$ cat src/rtl/tbm_pkg.sv
// Shared types and constants for the timestamp timebase mapper.
package tbm_pkg;

  localparam logic [29:0] NS_PER_SEC = 30'd1000000000;
  localparam logic [63:0] WHOLE_MAX  = 64'd18446744073;
  localparam logic [63:0] MAX_S64    = 64'h7FFF_FFFF_FFFF_FFFF;
  localparam logic [5:0]  DIV_LAST   = 6'd63;

  localparam logic [2:0] ST_OK        = 3'd0;
  localparam logic [2:0] ST_BAD_SCALE = 3'd1;
  localparam logic [2:0] ST_SCALE_CHG = 3'd2;
  localparam logic [2:0] ST_BACKWARD  = 3'd3;
  localparam logic [2:0] ST_DELTA_OVF = 3'd4;
  localparam logic [2:0] ST_SUM_OVF   = 3'd5;

  typedef struct packed {
    logic        start;
    logic [63:0] dividend;
    logic [30:0] divisor;
  } div_req_t;

  typedef struct packed {
    logic        busy;
    logic        done;
    logic [63:0] quot;
    logic [30:0] rem;
  } div_rsp_t;

endpackage

$ cat src/rtl/tbm_if.sv
// Valid/ready channel interfaces for input and result items.
interface tbm_in_if;
  logic               valid;
  logic               ready;
  logic signed [63:0] tick_value;
  logic signed [31:0] timescale;

  modport source (output valid, output tick_value, output timescale, input ready);
  modport sink (input valid, input tick_value, input timescale, output ready);
endinterface

interface tbm_out_if;
  logic               valid;
  logic               ready;
  logic signed [63:0] mapped_time;
  logic        [2:0]  status;

  modport source (output valid, output mapped_time, output status, input ready);
  modport sink (input valid, input mapped_time, input status, output ready);
endinterface

$ cat src/rtl/tbm_div.sv
// Iterative restoring divider, 64-bit dividend by 31-bit divisor, one bit a cycle.
module tbm_div (
  input  logic              clk,
  input  logic              rst_n,
  input  tbm_pkg::div_req_t req,
  output tbm_pkg::div_rsp_t rsp
);
  import tbm_pkg::*;

  logic        busy_r, busy_nxt;
  logic        done_r, done_nxt;
  logic [5:0]  cnt_r, cnt_nxt;
  logic [63:0] quo_r, quo_nxt;
  logic [30:0] rem_r, rem_nxt;
  logic [30:0] dvs_r, dvs_nxt;
  logic [31:0] trial;
  logic [31:0] diff;

  assign trial = {rem_r, quo_r[63]};
  assign diff  = trial - {1'b0, dvs_r};

  always_comb begin
    busy_nxt = busy_r;
    done_nxt = 1'b0;
    cnt_nxt  = cnt_r;
    quo_nxt  = quo_r;
    rem_nxt  = rem_r;
    dvs_nxt  = dvs_r;
    if (req.start) begin
      busy_nxt = 1'b1;
      cnt_nxt  = '0;
      quo_nxt  = req.dividend;
      rem_nxt  = '0;
      dvs_nxt  = req.divisor;
    end else if (busy_r) begin
      if (!diff[31]) begin
        rem_nxt = diff[30:0];
        quo_nxt = {quo_r[62:0], 1'b1};
      end else begin
        rem_nxt = trial[30:0];
        quo_nxt = {quo_r[62:0], 1'b0};
      end
      cnt_nxt = cnt_r + 6'd1;
      if (cnt_r == DIV_LAST) begin
        busy_nxt = 1'b0;
        done_nxt = 1'b1;
      end
    end
  end

  always_ff @(posedge clk) begin
    if (!rst_n) begin
      busy_r <= 1'b0;
      done_r <= 1'b0;
      cnt_r  <= '0;
    end else begin
      busy_r <= busy_nxt;
      done_r <= done_nxt;
      cnt_r  <= cnt_nxt;
    end
    quo_r <= quo_nxt;
    rem_r <= rem_nxt;
    dvs_r <= dvs_nxt;
  end

  assign rsp.busy = busy_r;
  assign rsp.done = done_r;
  assign rsp.quot = quo_r;
  assign rsp.rem  = rem_r;

endmodule

$ cat src/rtl/timestamp_timebase_mapper_top.sv
// Top level of the timestamp timebase mapper: sequencer, multiplier and stream state.
//
//  channel | direction | signals
//  --------+-----------+-------------------------------------------------
//  in_ch   | sink      | valid, ready, tick_value[63:0], timescale[31:0]
//  out_ch  | source    | valid, ready, mapped_time[63:0], status[2:0]
//  cfg     | write     | cfg_we, cfg_wdata[63:0]
//
//  An item that needs the conversion makes two passes through the shared 64-step
//  divider plus seven sequencer steps. Anchor and input-rejected items bypass the divider.
//  One item at a time; in_ch.ready is high only while the sequencer is idle.
//  The result holds on out_ch until taken. rst_n is synchronous and clears the anchor.
module timestamp_timebase_mapper_top (
  input  logic         clk,
  input  logic         rst_n,
  tbm_in_if.sink       in_ch,
  tbm_out_if.source    out_ch,
  input  logic         cfg_we,
  input  logic [63:0]  cfg_wdata
);
  import tbm_pkg::*;

  typedef enum logic [8:0] {
    S_IDLE  = 9'b000000001,
    S_DIV1  = 9'b000000010,
    S_CHK   = 9'b000000100,
    S_MUL_R = 9'b000001000,
    S_MUL_W = 9'b000010000,
    S_MUL_H = 9'b000100000,
    S_DIV2  = 9'b001000000,
    S_SUM   = 9'b010000000,
    S_OUT   = 9'b100000000
  } state_t;

  state_t      state_r, state_nxt;
  logic        anchored_r, anchored_nxt;
  logic [63:0] pa_r, pa_nxt;
  logic [63:0] anc_ticks_r, anc_ticks_nxt;
  logic [30:0] anc_scale_r, anc_scale_nxt;
  logic [63:0] last_r, last_nxt;
  logic [63:0] v_r, v_nxt;
  logic [63:0] whole_r, whole_nxt;
  logic [30:0] rem_r, rem_nxt;
  logic [61:0] prod_r, prod_nxt;
  logic [63:0] wn_r, wn_nxt;
  logic [63:0] cap_r, cap_nxt;
  logic [64:0] dns_r, dns_nxt;
  logic [63:0] mapped_r, mapped_nxt;
  logic [2:0]  status_r, status_nxt;
  logic [31:0] mul_a;
  logic [63:0] delta;
  logic        accept;
  logic        ts_bad;
  div_req_t    div_req;
  div_rsp_t    div_rsp;

  tbm_div u_div (
    .clk  (clk),
    .rst_n(rst_n),
    .req  (div_req),
    .rsp  (div_rsp)
  );

  assign accept = in_ch.valid && in_ch.ready;
  assign ts_bad = in_ch.timescale[31] || (in_ch.timescale == 32'sd0);
  assign delta  = in_ch.tick_value - anc_ticks_r;

  always_comb begin
    case (state_r)
      S_CHK:   mul_a = {1'b0, rem_r};
      S_MUL_R: mul_a = whole_r[31:0];
      default: mul_a = {29'd0, whole_r[34:32]};
    endcase
  end

  assign prod_nxt = mul_a * NS_PER_SEC;

  always_comb begin
    state_nxt        = state_r;
    anchored_nxt     = anchored_r;
    pa_nxt           = pa_r;
    anc_ticks_nxt    = anc_ticks_r;
    anc_scale_nxt    = anc_scale_r;
    last_nxt         = last_r;
    v_nxt            = v_r;
    whole_nxt        = whole_r;
    rem_nxt          = rem_r;
    wn_nxt           = wn_r;
    cap_nxt          = cap_r;
    dns_nxt          = dns_r;
    mapped_nxt       = mapped_r;
    status_nxt       = status_r;
    div_req.start    = 1'b0;
    div_req.dividend = (state_r == S_IDLE) ? delta : {2'b00, prod_r};
    div_req.divisor  = anc_scale_r;

    case (state_r)
      S_IDLE: begin
        if (accept) begin
          mapped_nxt = '0;
          state_nxt  = S_OUT;
          if (ts_bad) begin
            status_nxt = ST_BAD_SCALE;
          end else if (!anchored_r) begin
            anchored_nxt  = 1'b1;
            anc_ticks_nxt = in_ch.tick_value;
            anc_scale_nxt = in_ch.timescale[30:0];
            last_nxt      = in_ch.tick_value;
            mapped_nxt    = pa_r;
            status_nxt    = ST_OK;
          end else if (in_ch.timescale[30:0] != anc_scale_r) begin
            status_nxt = ST_SCALE_CHG;
          end else if (in_ch.tick_value < $signed(last_r)) begin
            status_nxt = ST_BACKWARD;
          end else begin
            div_req.start = 1'b1;
            v_nxt         = in_ch.tick_value;
            state_nxt     = S_DIV1;
          end
        end
      end
      S_DIV1: begin
        if (div_rsp.done) begin
          whole_nxt = div_rsp.quot;
          rem_nxt   = div_rsp.rem;
          state_nxt = S_CHK;
        end
      end
      S_CHK: begin
        if (whole_r > WHOLE_MAX) begin
          mapped_nxt = '0;
          status_nxt = ST_DELTA_OVF;
          state_nxt  = S_OUT;
        end else begin
          state_nxt = S_MUL_R;
        end
      end
      S_MUL_R: begin
        div_req.start = 1'b1;
        state_nxt     = S_MUL_W;
      end
      S_MUL_W: begin
        wn_nxt    = {2'b00, prod_r};
        state_nxt = S_MUL_H;
      end
      S_MUL_H: begin
        wn_nxt    = wn_r + {prod_r[31:0], 32'd0};
        cap_nxt   = MAX_S64 - pa_r;
        state_nxt = S_DIV2;
      end
      S_DIV2: begin
        if (div_rsp.done) begin
          dns_nxt   = {1'b0, wn_r} + {1'b0, div_rsp.quot};
          state_nxt = S_SUM;
        end
      end
      S_SUM: begin
        mapped_nxt = '0;
        state_nxt  = S_OUT;
        if (dns_r[64]) begin
          status_nxt = ST_DELTA_OVF;
        end else if (dns_r[63:0] > cap_r) begin
          status_nxt = ST_SUM_OVF;
        end else begin
          mapped_nxt = pa_r + dns_r[63:0];
          status_nxt = ST_OK;
          last_nxt   = v_r;
        end
      end
      S_OUT: begin
        if (out_ch.ready) begin
          state_nxt = S_IDLE;
        end
      end
      default: begin
        state_nxt = S_IDLE;
      end
    endcase

    if (cfg_we) begin
      pa_nxt       = cfg_wdata;
      anchored_nxt = 1'b0;
    end
  end

  always_ff @(posedge clk) begin
    if (!rst_n) begin
      state_r    <= S_IDLE;
      anchored_r <= 1'b0;
      pa_r       <= '0;
    end else begin
      state_r    <= state_nxt;
      anchored_r <= anchored_nxt;
      pa_r       <= pa_nxt;
    end
    anc_ticks_r <= anc_ticks_nxt;
    anc_scale_r <= anc_scale_nxt;
    last_r      <= last_nxt;
    v_r         <= v_nxt;
    whole_r     <= whole_nxt;
    rem_r       <= rem_nxt;
    prod_r      <= prod_nxt;
    wn_r        <= wn_nxt;
    cap_r       <= cap_nxt;
    dns_r       <= dns_nxt;
    mapped_r    <= mapped_nxt;
    status_r    <= status_nxt;
  end

  assign in_ch.ready        = (state_r == S_IDLE);
  assign out_ch.valid       = (state_r == S_OUT);
  assign out_ch.mapped_time = mapped_r;
  assign out_ch.status      = status_r;

`ifndef NO_ASSERTIONS
  a_div_start_idle: assert property (@(posedge clk) disable iff (!rst_n)
    div_req.start |-> !div_rsp.busy)
    else $error("divider started while busy");

  a_div_done_wait: assert property (@(posedge clk) disable iff (!rst_n)
    div_rsp.done |-> (state_r == S_DIV1 || state_r == S_DIV2))
    else $error("divider result arrived outside a wait step");

  a_err_zero: assert property (@(posedge clk) disable iff (!rst_n)
    (out_ch.valid && out_ch.status != ST_OK) |-> out_ch.mapped_time == 64'd0)
    else $error("error item carries a non-zero time");

  a_cfg_unanchor: assert property (@(posedge clk) disable iff (!rst_n)
    cfg_we |=> !anchored_r)
    else $error("anchor survived a register write");
`endif

endmodule

$ cat src/flat_wrapper.sv
// flat-port wrapper written by rule: the top's interface ports become plain ports
module timestamp_timebase_mapper_top_flat import tbm_pkg::*;
  (clk, rst_n, cfg_we, cfg_wdata, in_ch_valid, in_ch_tick_value, in_ch_timescale, in_ch_ready, out_ch_valid, out_ch_mapped_time, out_ch_status, out_ch_ready);
  tbm_in_if in_ch_i ();
  tbm_out_if out_ch_i ();
  input  logic clk;
  input  logic rst_n;
  input  logic cfg_we;
  input  logic [63:0] cfg_wdata;
  input wire logic [$bits(in_ch_i.valid)-1:0] in_ch_valid;
  input wire logic [$bits(in_ch_i.tick_value)-1:0] in_ch_tick_value;
  input wire logic [$bits(in_ch_i.timescale)-1:0] in_ch_timescale;
  output wire logic [$bits(in_ch_i.ready)-1:0] in_ch_ready;
  output wire logic [$bits(out_ch_i.valid)-1:0] out_ch_valid;
  output wire logic [$bits(out_ch_i.mapped_time)-1:0] out_ch_mapped_time;
  output wire logic [$bits(out_ch_i.status)-1:0] out_ch_status;
  input wire logic [$bits(out_ch_i.ready)-1:0] out_ch_ready;
  assign in_ch_i.valid = in_ch_valid;
  assign in_ch_i.tick_value = in_ch_tick_value;
  assign in_ch_i.timescale = in_ch_timescale;
  assign in_ch_ready = in_ch_i.ready;
  assign out_ch_valid = out_ch_i.valid;
  assign out_ch_mapped_time = out_ch_i.mapped_time;
  assign out_ch_status = out_ch_i.status;
  assign out_ch_i.ready = out_ch_ready;
  timestamp_timebase_mapper_top u_core (.clk(clk), .rst_n(rst_n), .in_ch(in_ch_i), .out_ch(out_ch_i), .cfg_we(cfg_we), .cfg_wdata(cfg_wdata));
endmodule
$ cat config.mk
export PLATFORM = sky130hd
export DESIGN_NAME = timestamp_timebase_mapper_top_flat
export DESIGN_NICKNAME = d
export VERILOG_FILES = /design/src/rtl/tbm_pkg.sv /design/src/rtl/tbm_if.sv /design/src/rtl/tbm_div.sv /design/src/rtl/timestamp_timebase_mapper_top.sv /design/src/flat_wrapper.sv
export SDC_FILE = /design/constraint.sdc
export NUM_CORES = 2
export LEC_CHECK = 0
export CAP_MARGIN = 20
export CELL_PAD_IN_SITES_DETAIL_PLACEMENT = 1
export CELL_PAD_IN_SITES_GLOBAL_PLACEMENT = 1
export CORE_ASPECT_RATIO = 1.25
export CORE_MARGIN = 1.5
export CORE_UTILIZATION = 45
export DETAILED_ROUTE_END_ITERATION = 8
export DONT_BUFFER_PORTS = 1
export PLACE_DENSITY_LB_ADDON = 0.2
export SYNTH_ARGS = -nofsm -noshare
export SYNTH_HDL_FRONTEND = slang
export SYNTH_SLANG_ARGS = --single-unit
$ cat constraint.sdc
create_clock -name clk -period 17.6 [get_ports clk]
set_input_delay 3.52 -clock clk [delete_from_list [all_inputs] [get_ports clk]]
set_output_delay 3.52 -clock clk [all_outputs]
set_load 0.01 [all_outputs]
After elaboration in Yosys (flattened, before gate mapping)
Cells that the tools add are included.
{ "totals": {"reg_bits": 839, "in_bits": 165, "output_inout_bits": 69, "wordCells": 127} }
{ "op_classes": {"addsub": 7, "mul": 1, "magnitude_cmp": 3, "n_eq_ne": 21, "mux": 49, "n_bitwise": 6, "reduce_logical": 19} }
{ "ops": {"columns": ["cell", "count"], "rows": [
  ["2-to-1 mux 64 bit", 14],
  ["one-hot mux 64 bit (2 select lines)", 2],
  ["one-hot mux 64 bit (3 select lines)", 1],
  ["adder 64 bit", 2],
  ["2-to-1 mux 9 bit", 9],
  ["one-hot mux 9 bit (9 select lines)", 1],
  ["adder 64 x 64 -> 65 bit", 1],
  ["greater-than comparator 64 x 35 -> 1 bit (second input constant)", 1],
  ["greater-than comparator 64 bit", 1],
  ["less-than comparator 64 bit", 1],
  ["one-hot mux 32 bit (2 select lines)", 1],
  ["subtractor 63 x 64 -> 64 bit (first input constant)", 1],
  ["subtractor 64 bit", 1],
  ["multiplier 32 x 21 -> 53 bit (second input constant)", 1],
  ["zero test 32 bit", 1],
  ["subtractor 32 x 31 -> 32 bit", 1],
  ["2-to-1 mux 31 bit", 1],
  ["inequality test 31 bit", 1],
  ["2-to-1 mux 3 bit", 8],
  ["inequality test 2 bit (second input constant)", 7],
  ["AND reduction 4 bit", 3],
  ["AND reduction 6 bit", 2],
  ["2-to-1 mux 1 bit", 10],
  ["equality test 9 x 1 -> 1 bit (second input constant)", 1],
  ["23 further kinds", 34]
]} }

Longest topological paths before layout
{ "depth": {"depth_word": 8, "ltp_mapped": 38, "ltp_nobuf": 34} }

Modules after synthesis
Synthesis repeated with hierarchy kept, for this count alone.
{ "hier_totals": {"hier_cells": 5738, "hier_area_um2": 59651.0} }
{ "by_module_without_submodules": {"columns": ["mod", "instances", "cells_each", "area_each_um2", "seq_area_each_um2"], "rows": [
  ["timestamp_timebase_mapper_top", 1, 5052, 52022.4, 19628.8],
  ["tbm_div", 1, 686, 7628.6, 3633.5]
]} }

Worst setup path before layout
OpenSTA, ideal clock, no wires.
{ "synth_timing": {"path_type": "input -> register", "startpoint": "input port in_ch_tick_value[53]", "endpoint": "register u_core.u_div.quo_r[0], enable pin", "setup_ps": 424, "arrival_time_ps": 9927, "required_time_ps": 17176, "path_slack_ps": 7249, "cell_stages": 14, "n_path_buf": 1, "path_cell_list": "ha_1 > a21o_1 > a21o_1 > a21oi_1 > o21ai_0 > a2111oi_0 > o21ai_0 > o21a_1 > a31oi_1 > xnor2_1 > nor3_2 > nor2_2 > clkbuf_1 > nand2_1"} }
{ "synth_between": {"elab_chain_len": 8} }
{ "synth_lines": {"columns": ["element", "line", "source"], "rows": [
  ["start, declared", "flat_wrapper.sv:11", "input wire logic [$bits(in_ch_i.tick_value)-1:0] in_ch_tick_value;"],
  ["less-than comparator 64 bit", "timestamp_timebase_mapper_top.sv:113", "end else if (in_ch.tick_value < $signed(last_r)) begin"],
  ["2-to-1 mux 1 bit", "timestamp_timebase_mapper_top.sv:113", null],
  ["2-to-1 mux 1 bit", "timestamp_timebase_mapper_top.sv:111", "end else if (in_ch.timescale[30:0] != anc_scale_r) begin"],
  ["2-to-1 mux 1 bit", "timestamp_timebase_mapper_top.sv:104", "end else if (!anchored_r) begin"],
  ["2-to-1 mux 1 bit", "timestamp_timebase_mapper_top.sv:102", "if (ts_bad) begin"],
  ["2-to-1 mux 1 bit", "timestamp_timebase_mapper_top.sv:99", "if (accept) begin"],
  ["one-hot mux 1 bit (2 select lines)", "timestamp_timebase_mapper_top.sv:97", "case (state_r)"],
  ["nonzero test 2 bit (no source line)", null, null],
  ["end signal, assigned", "tbm_div.sv:61", "quo_r <= quo_nxt;"],
  ["end, declared", "tbm_div.sv:13", "logic [63:0] quo_r, quo_nxt;"]
]} }
No other way between the ends.
A chain may end at the register's enable or synchronous reset.

Worst setup path after layout
{ "layout_timing": {"startpoint": "register u_core.state_r[6]", "endpoint": "register u_core.prod_r[60]"} }
{ "layout_between": {"elab_chain_len": 3, "word_cells_on_any_way": 4, "cone_classes": "mul (1); eq/ne (2); mux (1)"} }
{ "layout_lines": {"columns": ["element", "line", "source"], "rows": [
  ["start, declared", "timestamp_timebase_mapper_top.sv:35", "state_t state_r, state_nxt;"],
  ["start signal, assigned", "timestamp_timebase_mapper_top.sv:192", "state_r <= state_nxt;"],
  ["equality test 9 x 4 -> 1 bit / equality test 9 x 3 -> 1 bit (equally long branches)", "timestamp_timebase_mapper_top.sv:69", "case (state_r)"],
  ["one-hot mux 32 bit (2 select lines) (*)", "timestamp_timebase_mapper_top.sv:69", null],
  ["net u_core.mul_a[0]", "timestamp_timebase_mapper_top.sv:50", "logic [31:0] mul_a;"],
  ["multiplier 32 x 21 -> 53 bit (*)", "timestamp_timebase_mapper_top.sv:76", "assign prod_nxt = mul_a * NS_PER_SEC;"],
  ["net u_core.prod_nxt[60]", "timestamp_timebase_mapper_top.sv:44", "logic [61:0] prod_r, prod_nxt;"],
  ["end signal, assigned", "timestamp_timebase_mapper_top.sv:202", "prod_r <= prod_nxt;"],
  ["end, declared", "timestamp_timebase_mapper_top.sv:44", null]
]} }
Mark *: on every way through the listed nets, which the timed path passes. The rest lies on a longest branch.

==> reports/qor.tcl <==
set qor(hold_class) {flop to flop}
set qor(total_power_uw) 4770
set qor(final_layout_size_suffix_gt1_frac) 0.0423
set qor(numCtsBuffers) 91
set qor(totalWireLength_um) 174000
set qor(cts_tree) {done}
set qor(synth_fp_nets) 6776
set qor(timing.setup.critical_path_class) {flop to flop}
set qor(clock_insertion_delay_worst_skew_ns) 0.74
set qor(fin_setup_tns_ns) 0
set qor(floorplan.initialDensity) 0.453
set qor(fp.dieW_um) 326
set qor(finalHoldViolCount) 0
set qor(setup.worst_path.end_class) {flop}
set qor(placement.cell_area_sq_um) 60600
set qor(setup_viol) 0
set qor(ant_nets_after_route) 0
set qor(drt-wirelength-per-cell_um) 23.4
set qor(finalInstanceArea_sq_um) 63800
set qor(post_synth_top_flop) {sky130_fd_sc_hd__edfxtp_1}
set qor(cts_sinks) 830
set qor(worstPathMaxFanout) 38
set qor(leading_cell_type_in_the_layout_fill_and_taps_excluded) {sky130_fd_sc_hd__inv_1}
set qor(synth_cell_types) 88
set qor(fin_worst_skew_ns) 0.0696
set qor(worst_path_most_repeated_cell) {sky130_fd_sc_hd__fa_1}
set qor(maxCapViolCount) 0
set qor(crit_slowest_cell) {sky130_fd_sc_hd__a221o_1}
set qor(via_count) 41600
set qor(ctsResizeCount) 0
set qor(avgViaCountPerCell) 5.59
set qor(top_level_ports) 234
set qor(power.static_leakage_uw) 0.0286
set qor(grt_first_pass_wirelength_um) 264000
set qor(multiInputGateArea_sq_um) 31800
set qor(fillCellCount) 14200
set qor(min_period_over_period) 0.548
set qor(synth_enable_flop_cells) 664
set qor(synth_sequential_area_ratio) 0.396
set qor(whs_path_depth) 0
set qor(utilization) 0.492
set qor(grt_start_max_net_pins) 75
set qor(std_cell_rows) 148
set qor(dp_hpwl_um) 141000
set qor(period_minus_slack_ns) 9.65
set qor(core_region_area_sq_um) 130000
set qor(hold_ws_ns) 0.471
set qor(achievable-frequency_mhz) 104
set qor(detailed_routing_iterations_pass_1) 7
set qor(max-slew-margin-rel) 0.269
set qor(finalNetCount) 6740
set qor(groute.usage.overall) 0.262
set qor(status) {finished, final reports clean}
set qor(post-cts-setup-buffers) 0
set qor(rr_worst_depth) 30
set qor(antenna_found_initial) 6
set qor(final-max-slew-violation-count) 0
set qor(asyncSetResetFlopFracSynth) 0
set qor(gp_congestion) 0.991
set qor(cts-root-buf) {sky130_fd_sc_hd__clkbuf_16}
set qor(mappedNetlistArea_sq_um) 58800
set qor(area_delta_synth_final_pct) 8.60
set qor(ys_warn_count) 0
set qor(synth-seq-cells) 830
set qor(ctsHtreeMaxLevel) 3
set qor(globalRouteOverflowTotal) 0
set qor(cts_hold_repair.buffers) 0
set qor(syn-mean-instance-area_sq_um) 10.4
set qor(power_density_nw_per_um2) 74.7
set qor(grt_setup_unrepaired) {no}
set qor(critical-path-max-stage-delay_ns) 0.57
set qor(sequential_cell_area_sq_um) 23300
set qor(die_y_um) 407
set qor(crit_path_start_kind) {flop}
set qor(die_area_sq_um) 133000
set qor(detailedRoute.firstIterationViolations) 2373
set qor(cp_data_arrival_time_ns) 10.30
set qor(worstMarginPinSlew_ns) 1.10
set qor(grt_pass1_vias) 44400
set qor(numPortBuffers) 0
set qor(post_synth_inst_count) 5677
set qor(clk_transition_reported_paths_ns) 0.06
set qor(worst_ir_drop_vdd_uv) 89.1
set qor(critPathRequiredTime_ns) 18.25
set qor(layout.cells.most_common_list) {sky130_fd_sc_hd__inv_1 (820), sky130_fd_sc_hd__edfxtp_1 (664), sky130_fd_sc_hd__ha_1 (623)}
set qor(cts.path.max_buffers) 3
set qor(post-route-drc-count) 0
[registers in the layout, indices dropped and copies added (netlist names), 53 cells and up]
signal                     flops
u_core.pa_r                   64
u_core.anc_ticks_r            64
u_core.u_div.quo_r            64
u_core.out_ch.mapped_time     64
u_core.prod_r                 53
u_core.v_r                    64
u_core.last_r                 64
u_core.cap_r                  64
u_core.whole_r                64
u_core.dns_r                  65
u_core.wn_r                   55
[worst max-delay path, delay by kind of cell, from the launching register on]
kind	cells	cell delay, ns
AO/OA/AOI/OAI	13	3.07
XOR/XNOR	1	0.15
adder cells (fa/ha/maj)	8	4.10
buffers and inverters	5	0.73
flip-flops	1	0.34
AND/OR/NAND/NOR	3	1.09
[through the flow]
stage	worst slack (ns)	cells
2_1_floorplan	7.25	5677
3_3_place_gp	7.69	7269
3_5_place_dp	8.04	7272
4_1_cts	8.01	7444
5_1_grt	7.49	7445
6_report	7.95	7446
[synthesized netlist by cell type (9+ instances only)]
master | instances | share of area
sky130_fd_sc_hd__nand2b_1 | 44 | 0.0047
sky130_fd_sc_hd__a221o_1 | 9 | 0.0015
sky130_fd_sc_hd__o21a_1 | 37 | 0.0047
sky130_fd_sc_hd__or2_2 | 10 | 0.0011
sky130_fd_sc_hd__dfxtp_1 | 166 | 0.057
sky130_fd_sc_hd__and3_1 | 30 | 0.0032
sky130_fd_sc_hd__a211o_1 | 9 | 0.0013
sky130_fd_sc_hd__nor3_1 | 49 | 0.0042
sky130_fd_sc_hd__a21oi_1 | 388 | 0.033
sky130_fd_sc_hd__nor4_1 | 28 | 0.0030
sky130_fd_sc_hd__clkbuf_1 | 139 | 0.0089
sky130_fd_sc_hd__a2111oi_0 | 11 | 0.0016
sky130_fd_sc_hd__fa_1 | 311 | 0.11
sky130_fd_sc_hd__or3_1 | 16 | 0.0017
sky130_fd_sc_hd__mux2i_1 | 96 | 0.016
sky130_fd_sc_hd__nand4_1 | 92 | 0.0098
sky130_fd_sc_hd__a22o_1 | 21 | 0.0031
sky130_fd_sc_hd__and2_1 | 44 | 0.0047
sky130_fd_sc_hd__buf_1 | 9 | 0.00057
sky130_fd_sc_hd__buf_2 | 12 | 0.0010
sky130_fd_sc_hd__o21bai_1 | 33 | 0.0042
sky130_fd_sc_hd__nor2b_1 | 108 | 0.011
sky130_fd_sc_hd__ha_1 | 623 | 0.13
sky130_fd_sc_hd__a31oi_1 | 33 | 0.0035
sky130_fd_sc_hd__o21ai_1 | 18 | 0.0015
sky130_fd_sc_hd__nand3_1 | 70 | 0.0060
sky130_fd_sc_hd__xor2_1 | 104 | 0.015
sky130_fd_sc_hd__inv_1 | 821 | 0.052
sky130_fd_sc_hd__a21o_1 | 260 | 0.033
sky130_fd_sc_hd__o31a_1 | 9 | 0.0013
sky130_fd_sc_hd__nand2_1 | 470 | 0.030
sky130_fd_sc_hd__a211oi_1 | 48 | 0.0061
sky130_fd_sc_hd__xnor2_1 | 204 | 0.030
sky130_fd_sc_hd__o211ai_1 | 22 | 0.0028
sky130_fd_sc_hd__o31ai_1 | 19 | 0.0024
sky130_fd_sc_hd__edfxtp_1 | 664 | 0.34
sky130_fd_sc_hd__nor2_1 | 271 | 0.017
sky130_fd_sc_hd__o21ai_0 | 230 | 0.020
sky130_fd_sc_hd__a22oi_1 | 25 | 0.0032
[per-layer routing]
| layer | GRT usage | wire [um] |
|---|---|---|
| met1 | 0.313 | 71500 |
| met2 | 0.462 | 86700 |
| met3 | 0.0351 | 6940 |
| met4 | 0.128 | 9190 |
| met5 | 0 | 34 |
[worst paths after layout]
check / from / end / slack, ns
max: u_core.state_r[6] / u_core.prod_r[60] / 7.95
min: u_core.anc_scale_r[12] / u_core.u_div.dvs_r[12] / 0.47
max reg2reg: u_core.state_r[6] / u_core.prod_r[60] / 7.95
min reg2reg: u_core.anc_scale_r[12] / u_core.u_div.dvs_r[12] / 0.47
[kinds of logic after synthesis]
group | synth area share
and+or+nand+nor | 0.103
AOI/OAI and AO/OA | 0.135
buffers and inverters | 0.0640
adders and majority gates | 0.239
DFF | 0.396
xor gates and xnor gates | 0.0459
muxes | 0.0169
[final cells by class]
cell class                      count  area share
Multi-Input combinational cell   3860       0.499
Sequential cell                   830       0.364
Inverter                          823      0.0484
Clock buffer                      113      0.0386
Tap cell                         1725      0.0338
Clock inverter                     59      0.0109
Timing Repair Buffer               35     0.00498
Antenna cell                        1   0.0000392
[power by group]
part | internal [uW] | total [uW] | leakage (uW) | switching [uW]
Clock | 1160 | 2020 | 0.00154 | 863
Sequential | 2190 | 2250 | 0.00755 | 58.0
Combinational | 177 | 500 | 0.0195 | 323
Power figures use the tool's default switching activity.
